$ cat src/hdl/mpe_pkg.sv
// ============================================================================
// mpe_pkg - shared types and constants
// Item structs, command codes and the controller-to-datapath command bundle.
// ============================================================================
package mpe_pkg;

    // Input item carries four variable fields whatever NUM_VARS is
    localparam int NUM_VAR_FIELDS = 4;
    localparam int VAR_IDX_W      = 2;

    // Coefficient store, addressed by the 4-bit load index
    localparam int COEF_IDX_W = 4;
    localparam int TAB_N      = 16;

    // Exponents and degrees (DEGREE up to 4)
    localparam int DEG_W = 3;

    // Running product is multiplied 32 bits at a time
    localparam int CHUNK_BITS = 32;
    localparam int CHUNK_W    = 2;
    localparam int N_CHUNK    = 4;

    // Item commands
    localparam logic CMD_LOAD = 1'b0;
    localparam logic CMD_EVAL = 1'b1;

    typedef struct packed {
        logic               cmd;
        logic [3:0]         coef_index;
        logic signed [31:0] coef_value;
        logic signed [15:0] var_0;
        logic signed [15:0] var_1;
        logic signed [15:0] var_2;
        logic signed [15:0] var_3;
    } t_in_item;

    typedef struct packed {
        logic signed [31:0] estimate;
        logic               saturated;
    } t_out_item;

    typedef struct packed {
        logic                  cap;        // latch variables, clear accumulator
        logic                  wr;         // write coefficient from input item
        logic                  ld_coef;    // running product <= coefficient
        logic [COEF_IDX_W-1:0] coef_idx;
        logic                  coef_zero;  // monomial position beyond the store
        logic                  mul;        // issue one chunk x variable product
        logic [VAR_IDX_W-1:0]  var_sel;
        logic [CHUNK_W-1:0]    chunk;
        logic                  chunk_top;  // top chunk is taken as signed
        logic                  commit;     // running product <= chunk sum
        logic                  acc;        // accumulate aligned term
        logic [DEG_W-1:0]      deg;        // total degree of current monomial
        logic                  rnd;        // add rounding half
        logic                  fin;        // saturate and load output register
    } t_dp_cmd;

    typedef struct packed {
        logic out_free;
    } t_dp_sts;

endpackage

$ cat src/hdl/mpe_ctrl.sv
// ============================================================================
// mpe_ctrl - sequencing controller
// Walks the monomials in order, the factors of each and the 32-bit chunks of
// every partial product, and drives the datapath with one command per cycle.
// ============================================================================
module mpe_ctrl #(
    parameter int NUM_VARS   = 2,
    parameter int DEGREE     = 3,
    parameter int NUM_COEFFS = 10
) (
    input  logic              i_clk,
    input  logic              i_rst_n,
    input  logic              i_in_valid,
    input  mpe_pkg::t_in_item i_in_item,
    output logic              o_in_stall,
    output mpe_pkg::t_dp_cmd  o_cmd,
    input  mpe_pkg::t_dp_sts  i_sts
);

    localparam int M_W = $clog2(NUM_COEFFS + 1);
    localparam int DW  = mpe_pkg::DEG_W;
    localparam int VW  = mpe_pkg::VAR_IDX_W;
    localparam int CW  = mpe_pkg::CHUNK_W;
    localparam int NV  = mpe_pkg::NUM_VAR_FIELDS;

    typedef enum logic [6:0] {
        S_IDLE   = 7'b0000001,
        S_LOAD   = 7'b0000010,
        S_FACT   = 7'b0000100,
        S_COMMIT = 7'b0001000,
        S_ACC    = 7'b0010000,
        S_RND    = 7'b0100000,
        S_FIN    = 7'b1000000
    } t_state;

    t_state          r_state, n_state;
    logic [DW-1:0]   r_e   [NV];
    logic [DW-1:0]   n_e   [NV];
    logic [DW-1:0]   r_rem [NV];
    logic [DW-1:0]   n_rem [NV];
    logic [DW-1:0]   r_k, n_k;
    logic [CW-1:0]   r_chunk, n_chunk;
    logic [M_W-1:0]  r_m, n_m;

    logic            w_is_eval;
    logic [DW-1:0]   w_deg;
    logic [VW-1:0]   w_sel;
    logic            w_found;
    logic [VW-1:0]   w_pos;
    logic            w_more;
    logic            w_top;
    logic [DW-1:0]   w_k_inc;

    assign w_is_eval = (i_in_item.cmd == mpe_pkg::CMD_EVAL);

    // degree of the current monomial and first variable with factors left
    always_comb begin
        w_deg = '0;
        w_sel = '0;
        for (int i = 0; i < NV; i++) begin
            w_deg = w_deg + r_e[i];
        end
        for (int i = NV - 1; i >= 0; i--) begin
            if (r_rem[i] != '0) begin
                w_sel = VW'(i);
            end
        end
    end

    // next exponent tuple: bump the last position whose prefix still has room
    always_comb begin
        logic [DW:0] psum;
        psum    = '0;
        w_found = 1'b0;
        w_pos   = '0;
        for (int i = 0; i < NUM_VARS; i++) begin
            psum = psum + (DW+1)'(r_e[i]);
            if (psum < (DW+1)'(DEGREE)) begin
                w_found = 1'b1;
                w_pos   = VW'(i);
            end
        end
    end

    assign w_more  = w_found && ((32'(r_m) + 1) < NUM_COEFFS);
    assign w_k_inc = r_k + DW'(1);
    // product after k factors spans (k+3)/2 chunks; the last one is signed
    assign w_top   = (r_chunk == CW'(w_k_inc >> 1));

    assign o_in_stall = (r_state != S_IDLE);

    always_comb begin
        n_state = r_state;
        n_e     = r_e;
        n_rem   = r_rem;
        n_k     = r_k;
        n_chunk = r_chunk;
        n_m     = r_m;

        o_cmd           = '0;
        o_cmd.coef_idx  = mpe_pkg::COEF_IDX_W'(r_m);
        o_cmd.coef_zero = (32'(r_m) >= mpe_pkg::TAB_N);
        o_cmd.var_sel   = w_sel;
        o_cmd.chunk     = r_chunk;
        o_cmd.chunk_top = w_top;
        o_cmd.deg       = w_deg;

        case (r_state)
            S_IDLE: begin
                if (i_in_valid) begin
                    if (w_is_eval) begin
                        o_cmd.cap = 1'b1;
                        for (int i = 0; i < NV; i++) begin
                            n_e[i] = '0;
                        end
                        n_m     = '0;
                        n_state = S_LOAD;
                    end else begin
                        o_cmd.wr = (32'(i_in_item.coef_index) < NUM_COEFFS);
                    end
                end
            end
            S_LOAD: begin
                o_cmd.ld_coef = 1'b1;
                n_rem   = r_e;
                n_k     = '0;
                n_chunk = '0;
                n_state = (w_deg != '0) ? S_FACT : S_ACC;
            end
            S_FACT: begin
                o_cmd.mul = 1'b1;
                if (w_top) begin
                    n_chunk = '0;
                    n_state = S_COMMIT;
                end else begin
                    n_chunk = r_chunk + CW'(1);
                end
            end
            S_COMMIT: begin
                o_cmd.commit = 1'b1;
                n_rem[w_sel] = r_rem[w_sel] - DW'(1);
                n_k          = w_k_inc;
                n_state      = (w_k_inc != w_deg) ? S_FACT : S_ACC;
            end
            S_ACC: begin
                o_cmd.acc = 1'b1;
                n_m       = r_m + M_W'(1);
                if (w_more) begin
                    for (int i = 0; i < NV; i++) begin
                        if (VW'(i) == w_pos) begin
                            n_e[i] = r_e[i] + DW'(1);
                        end else if (VW'(i) > w_pos) begin
                            n_e[i] = '0;
                        end
                    end
                    n_state = S_LOAD;
                end else begin
                    n_state = S_RND;
                end
            end
            S_RND: begin
                o_cmd.rnd = 1'b1;
                n_state   = S_FIN;
            end
            S_FIN: begin
                if (i_sts.out_free) begin
                    o_cmd.fin = 1'b1;
                    n_state   = S_IDLE;
                end
            end
            default: begin
                n_state = S_IDLE;
            end
        endcase
    end

    always_ff @(posedge i_clk) begin
        if (!i_rst_n) begin
            r_state <= S_IDLE;
            for (int i = 0; i < NV; i++) begin
                r_e[i]   <= '0;
                r_rem[i] <= '0;
            end
            r_k     <= '0;
            r_chunk <= '0;
            r_m     <= '0;
        end else begin
            r_state <= n_state;
            r_e     <= n_e;
            r_rem   <= n_rem;
            r_k     <= n_k;
            r_chunk <= n_chunk;
            r_m     <= n_m;
        end
    end

endmodule

$ cat src/hdl/mpe_dp.sv
// ============================================================================
// mpe_dp - arithmetic datapath
// Coefficient store, shared 33x16 multiplier with chunk summing, wide
// accumulator, rounding, saturation and the output register.
// ============================================================================
module mpe_dp #(
    parameter int DEGREE = 3
) (
    input  logic               i_clk,
    input  logic               i_rst_n,
    input  mpe_pkg::t_in_item  i_in_item,
    input  mpe_pkg::t_dp_cmd   i_cmd,
    output mpe_pkg::t_dp_sts   o_sts,
    output logic               o_out_valid,
    output mpe_pkg::t_out_item o_out_item,
    input  logic               i_out_stall
);

    // running product: coefficient times up to DEGREE variables
    localparam int PW    = 32 + 16 * DEGREE;
    // up to 70 terms of at most 31 + 15*DEGREE magnitude bits, plus sign
    localparam int ACC_W = 39 + 15 * DEGREE;
    localparam int RSH   = 8 + 8 * DEGREE;
    localparam int PAD_W = mpe_pkg::CHUNK_BITS * mpe_pkg::N_CHUNK;
    localparam int DW    = mpe_pkg::DEG_W;
    localparam logic [ACC_W-1:0] HALF = ACC_W'(1) << (RSH - 1);

    logic signed [31:0]       r_tab     [mpe_pkg::TAB_N];
    logic                     r_tab_vld [mpe_pkg::TAB_N];
    logic signed [15:0]       r_vars    [mpe_pkg::NUM_VAR_FIELDS];
    logic signed [PW-1:0]     r_prod;
    logic [PW-1:0]            r_next;
    logic signed [48:0]       r_pp;
    logic                     r_pp_vld;
    logic [mpe_pkg::CHUNK_W-1:0] r_pp_sh;
    logic signed [ACC_W-1:0]  r_acc;
    logic                     r_out_vld;
    mpe_pkg::t_out_item       r_out;

    logic signed [31:0]       w_coef;
    logic signed [PAD_W-1:0]  w_pad;
    logic [31:0]              w_chunk;
    logic signed [32:0]       w_mul_a;
    logic signed [15:0]       w_var;
    logic signed [48:0]       w_mul;
    logic signed [PW-1:0]     w_pp_ext;
    logic [PW-1:0]            w_pp_sh;
    logic [PW-1:0]            w_sum;
    logic [DW-1:0]            w_sh_deg;
    logic signed [ACC_W-1:0]  w_term_base;
    logic [ACC_W-1:0]         w_term;
    logic [ACC_W-1:0]         w_acc_add;
    logic signed [ACC_W-1:0]  w_shr;
    logic [ACC_W-32:0]        w_hi;
    logic                     w_sat;
    logic [31:0]              w_est;

    // unwritten entries read as the reset value, zero
    assign w_coef = (i_cmd.coef_zero || !r_tab_vld[i_cmd.coef_idx])
                    ? 32'sd0 : r_tab[i_cmd.coef_idx];

    // chunk multiply; lower chunks unsigned, top chunk signed
    assign w_pad    = PAD_W'(r_prod);
    assign w_chunk  = w_pad[{i_cmd.chunk, 5'b00000} +: 32];
    assign w_mul_a  = {i_cmd.chunk_top & w_chunk[31], w_chunk};
    assign w_var    = r_vars[i_cmd.var_sel];
    assign w_mul    = w_mul_a * w_var;

    // partial products land in the following cycle, aligned to their chunk
    assign w_pp_ext = PW'(r_pp);
    assign w_pp_sh  = w_pp_ext << {r_pp_sh, 5'b00000};
    assign w_sum    = r_next + w_pp_sh;

    // align term to a common fraction point: 8 bits per missing degree
    assign w_sh_deg    = DW'(DEGREE) - i_cmd.deg;
    assign w_term_base = ACC_W'(r_prod);
    assign w_term      = w_term_base << {w_sh_deg, 3'b000};
    assign w_acc_add   = r_acc + (i_cmd.rnd ? HALF : w_term);

    // saturate to Q16.16
    assign w_shr = r_acc >>> RSH;
    assign w_hi  = w_shr[ACC_W-1:31];
    assign w_sat = !((&w_hi) || !(|w_hi));
    assign w_est = !w_sat ? w_shr[31:0] :
                   (r_acc[ACC_W-1] ? 32'h8000_0000 : 32'h7FFF_FFFF);

    assign o_sts.out_free = !r_out_vld || !i_out_stall;
    assign o_out_valid    = r_out_vld;
    assign o_out_item     = r_out;

    // control flags
    always_ff @(posedge i_clk) begin
        if (!i_rst_n) begin
            for (int i = 0; i < mpe_pkg::TAB_N; i++) begin
                r_tab_vld[i] <= 1'b0;
            end
            r_pp_vld  <= 1'b0;
            r_out_vld <= 1'b0;
        end else begin
            if (i_cmd.wr) begin
                r_tab_vld[i_in_item.coef_index] <= 1'b1;
            end
            r_pp_vld <= i_cmd.mul;
            if (i_cmd.fin) begin
                r_out_vld <= 1'b1;
            end else if (!i_out_stall) begin
                r_out_vld <= 1'b0;
            end
        end
    end

    // payload
    always_ff @(posedge i_clk) begin
        if (i_cmd.wr) begin
            r_tab[i_in_item.coef_index] <= i_in_item.coef_value;
        end
        if (i_cmd.cap) begin
            r_vars[0] <= i_in_item.var_0;
            r_vars[1] <= i_in_item.var_1;
            r_vars[2] <= i_in_item.var_2;
            r_vars[3] <= i_in_item.var_3;
        end
        if (i_cmd.mul) begin
            r_pp    <= w_mul;
            r_pp_sh <= i_cmd.chunk;
        end
        if (i_cmd.ld_coef) begin
            r_prod <= PW'(w_coef);
            r_next <= '0;
        end else if (i_cmd.commit) begin
            r_prod <= w_sum;
            r_next <= '0;
        end else if (r_pp_vld) begin
            r_next <= w_sum;
        end
        if (i_cmd.cap) begin
            r_acc <= '0;
        end else if (i_cmd.acc || i_cmd.rnd) begin
            r_acc <= w_acc_add;
        end
        if (i_cmd.fin) begin
            r_out.estimate  <= w_est;
            r_out.saturated <= w_sat;
        end
    end

endmodule

$ cat src/hdl/multivariate_polynomial_evaluator.sv
// ============================================================================
// multivariate_polynomial_evaluator - fixed-point polynomial evaluator
// Sums coefficient x monomial over all monomials of total degree <= DEGREE.
// ============================================================================
// A load item (cmd 0) writes one Q8.24 coefficient at its monomial position
// and gives no result; positions of NUM_COEFFS and above are
// dropped. An evaluate item (cmd 1) gives one Q16.16 result, rounded half up
// and saturated, with a flag set when clipped. Monomials run with the first
// variable's exponent slowest and the last fastest, e.g. for two variables
// of degree three: 1, y, y^2, y^3, x, xy, xy^2, x^2, x^2y, x^3. All sums are
// exact; the coefficient store reads zero after reset.
// Timing: the block takes no new item while evaluating. An evaluate item
// holds the input stalled until its result is loaded into the output
// register. The single 33x16 multiplier walks the growing product 32 bits
// per cycle, one variable factor at a time. A finished result waits in the
// output register while the next item is taken.
// ============================================================================
module multivariate_polynomial_evaluator #(
    parameter int NUM_VARS   = 2,
    parameter int DEGREE     = 3,
    parameter int NUM_COEFFS = 10
) (
    input  logic               i_clk,
    input  logic               i_rst_n,
    // item input
    input  logic               i_in_valid,
    input  mpe_pkg::t_in_item  i_in_item,
    output logic               o_in_stall,
    // result output
    output logic               o_out_valid,
    output mpe_pkg::t_out_item o_out_item,
    input  logic               i_out_stall
);

    mpe_pkg::t_dp_cmd w_cmd;
    mpe_pkg::t_dp_sts w_sts;

    // Controller: monomial / factor / chunk sequencing
    mpe_ctrl #(
        .NUM_VARS   (NUM_VARS),
        .DEGREE     (DEGREE),
        .NUM_COEFFS (NUM_COEFFS)
    ) u_ctrl (
        .i_clk      (i_clk),
        .i_rst_n    (i_rst_n),
        .i_in_valid (i_in_valid),
        .i_in_item  (i_in_item),
        .o_in_stall (o_in_stall),
        .o_cmd      (w_cmd),
        .i_sts      (w_sts)
    );

    // Datapath: store, multiplier, accumulator, output register
    mpe_dp #(
        .DEGREE (DEGREE)
    ) u_dp (
        .i_clk       (i_clk),
        .i_rst_n     (i_rst_n),
        .i_in_item   (i_in_item),
        .i_cmd       (w_cmd),
        .o_sts       (w_sts),
        .o_out_valid (o_out_valid),
        .o_out_item  (o_out_item),
        .i_out_stall (i_out_stall)
    );

endmodule

$ cat config.mk
export PLATFORM = sky130hd
export DESIGN_NAME = multivariate_polynomial_evaluator
export DESIGN_NICKNAME = d
export VERILOG_FILES = /design/src/hdl/mpe_pkg.sv /design/src/hdl/mpe_ctrl.sv /design/src/hdl/mpe_dp.sv /design/src/hdl/multivariate_polynomial_evaluator.sv
export SDC_FILE = /design/constraint.sdc
export NUM_CORES = 2
export LEC_CHECK = 0
export BUFFER_PORTS_ARGS = -buffer_cell sky130_fd_sc_hd__buf_4
export CORE_ASPECT_RATIO = 1.1
export CORE_UTILIZATION = 60
export DETAILED_ROUTE_END_ITERATION = 6
export GPL_TIMING_DRIVEN = 0
export HOLD_SLACK_MARGIN = 0.08
export PLACE_DENSITY = 0.87
export SLEW_MARGIN = 20
export SYNTH_ARGS = -nofsm -noshare
export SYNTH_HDL_FRONTEND = slang
export SYNTH_SLANG_ARGS = --single-unit
$ cat constraint.sdc
create_clock -name i_clk -period 8.7 [get_ports i_clk]
set_input_delay 1.74 -clock i_clk [delete_from_list [all_inputs] [get_ports i_clk]]
set_output_delay 1.74 -clock i_clk [all_outputs]
set_load 0.02 [all_outputs]
==> out/qor.csv <==
stage;metric;value;unit
timing;slew margin rel.;17.6;%
timing;hold slack;457;ps
pwr;PwrDens;232;nW/um^2
floorplanning;DIE AREA;114000;sq um
routing;via/cell ratio;6.52;
floorplanning;DIE HEIGHT;354;um
clock_tree;Worst-path clk slew;60;ps
critical_path;CP bufs+invs;6;
floorplanning;row count;128;
layout;most common cell after layout, fill and taps aside;edfxtp_1;
timing;fin. max-slew vios;0;
pwr;leakage;0.0312;uW
min_path;worst min-delay path category;register to register;
clock_tree;clock buffer count from CTS;95;
layout;Final Util;68.6;%
timing;fmax;0.116;GHz
routing;DR iter-0 viols;7357;
clock_tree;Skew-Pair Late Insertion Delay;800;ps
routing;drt pass-1 iters;7;
logic_synthesis;largest area contributor in the netlist;edfxtp_1;
floorplanning;Initial Utilization;60.8;%
global_routing;largest net degree at the start of global routing;56;
placement;dpl hpwl;182000;um
clock_tree;total clock sinks;960;
logic_synthesis;Cells after Synth;6473;
floorplanning;die width;322;um
timing;# setup viols final;0;
critical_path;Critical Path RT;9140;ps
clock_tree;Clock Path Buffers;3;
layout;nets@finish;7855;
flow_run;max-cap check violation count;0;
clock_tree;CTS tree;yes;
logic_synthesis;register area share after synthesis;39.3;%
routing;DR vias;55700;
floorplanning;CORE AREA;111000;sq um
logic_synthesis;Async SR Flop Fraction;0;%
timing;Period Utilization, post-route;98.9;%
logic_synthesis;yosys warns;0;
global_routing;Total GRT Usage;43.3;%
placement;GP Congestion;1.11;
layout;most frequent cells in the layout;edfxtp_1 (740), nand2_1 (719), inv_1 (678);
layout;P&R area growth vs syn;12.9;%
logic_synthesis;share of the synthesized area in the top cell type;32.8;%
global_routing;initial antenna violation count;20;
critical_path;CP Capture Type;register;
status;status;finished with violations;
routing;DRC viols;41;
logic_synthesis;syn_area_per_cell;10.5;sq um
placement;PortBufs;139;
critical_path;peak fanout along the critical path;10;
routing;Routed Antenna Nets;0;
clock_tree;CTS root buf;clkbuf_16;
critical_path;CP delay by family, top;adder cells;
global_routing;remaining global-route overflow;0;
clock_tree;# hold bufs at CTS;0;
logic_synthesis;Mapped Area;67700;sq um
critical_path;Crit path top cell by count;fa_1;
routing;wire per inst;28.9;um
layout;# fillers;8049;
timing;Tmin final;8610;ps
floorplanning;num ports;140;
routing;DRT Wirelength;247000;um
logic_synthesis;Synth area leaders;edfxtp_1 (33%), fa_1 (15%), dfxtp_1 (6.5%);
critical_path;CP Class;register to register;
critical_path;CP arrival;9040;ps
logic_synthesis;Yosys cell types;95;
global_routing;vias in the first global route;55300;
logic_synthesis;Synth Flop Type;edfxtp_1;
global_routing;first-pass GRT wire length;357000;um
timing;clk_skew;114;ps
status;failing checks;DRC;
clock_tree;H-tree levels;3;
pwr;VDD IR max;0.418;mV
critical_path;CP peak stage delay;560;ps
timing;Slew @ Worst Pin;1240;ps
timing;Fin Setup TNS;0;ps
layout;layout cells sized above 1;12.2;%
critical_path;crit start category;register;
logic_synthesis;Yosys reg bits;960;
logic_synthesis;number of flops mapped to enable cells by yosys;740;
critical_path;Worst path slowest cell;fa_1;
timing;Hold Vio Cnt, Final;0;
## power by group
| part | switching [uW] | total [uW] | internal (uW) |
|---|---|---|---|
| combinational | 4690 | 7810 | 3130 |
| clock | 2020 | 4440 | 2420 |
| sequential | 57.8 | 5480 | 5420 |
| total | 6760 | 17700 | 11000 |
## final timing paths
path	from	to	slack, ps	cells past startpoint
setup / recovery	u_ctrl.r_rem[7]	u_dp.r_pp[44]	90	30
hold / removal	u_dp.r_acc[6]	u_dp.r_acc[6]	460	2
setup reg to reg	u_ctrl.r_rem[7]	u_dp.r_pp[44]	90	30
hold reg to reg	u_dp.r_acc[6]	u_dp.r_acc[6]	460	2
## per-stage QoR
step | cell area [sq um] | power, uW | instances | setup slack, ps
6_report | 76400 | 17700 | 8543 | 91.8
5_1_grt | 76400 | 18600 | 8535 | -104
4_1_cts | 75700 | 17300 | 8512 | 3.47
3_5_place_dp | 71900 | 12700 | 8333 | -1680
3_3_place_gp | 71300 | 12600 | 8298 | -1510
2_1_floorplan | 68400 | 10700 | 6664 | 690
## flip-flops by register name, indices dropped and copies added, names as in the netlist, 16 cells and up, named ones only
signal	count
u_dp.r_vars	64
u_dp.r_acc	84
u_dp.o_out_item	33
u_dp.r_tab	512
u_dp.r_next	80
u_dp.r_tab_vld	16
u_dp.r_pp	49
u_dp.r_prod	80
## routing by layer
metal / track usage, % / share of wire, %
met5: 0 / 0.072
met4: 27.5 / 8.0
met3: 14.1 / 13
met2: 66.1 / 44
met1: 53.2 / 35
## worst min-delay path: cells and delay by family, from the launching register on
kind,cells,cell delay [ps]
AOI/OAI and AO/OA,1,50
DFF,1,310
and+or+nand+nor,1,50
## synthesized netlist by cell type, types with 65 or more instances
library cell	count
a21o_1	137
a21oi_1	379
and2_1	106
clkbuf_1	265
dfxtp_1	220
edfxtp_1	740
fa_1	504
ha_1	287
inv_1	679
mux2i_1	68
mux4_2	175
nand2_1	721
nand3_1	90
nand4_1	66
nor2_1	605
nor3_1	78
o21a_1	91
o21ai_0	316
o22ai_1	65
xnor2_1	127
xor2_1	82
## cell type report
cell class              instances  area, sq um  area share, %
repair buffers                213         1820           2.38
plain buffers                 330         1540           2.02
flip-flops and latches        960        26600           34.8
inverters                     683         2560           3.36
clock buffers                 116         2500           3.27
multi-input cells            4676        38700           50.6
well taps                    1495         1870           2.45
clock inverters                62          807           1.06
diodes                          8         20.0         0.0262
## timing repair
item,in CTS,in global routing
setup buffers,10,29
endpoints found under the hold margin,0,0
setup endpoints to repair,33,15
pin swaps,4,17
resized for setup,155,141
## cell families (layout without fill, tap and decap cells)
group / after synthesis / in the layout / synth area share, %
compound gates: 1311 / 1311 / 12.0
xor+xnor: 209 / 209 / 2.70
fa+ha+maj: 791 / 791 / 20.2
buf+inv: 1028 / 1404 / 5.78
flops: 960 / 960 / 39.3
mux: 293 / 293 / 7.66
other cells: 1 / 200 / 0.00554
simple gates: 1880 / 1880 / 12.3
Power figures use the tool's default switching activity.
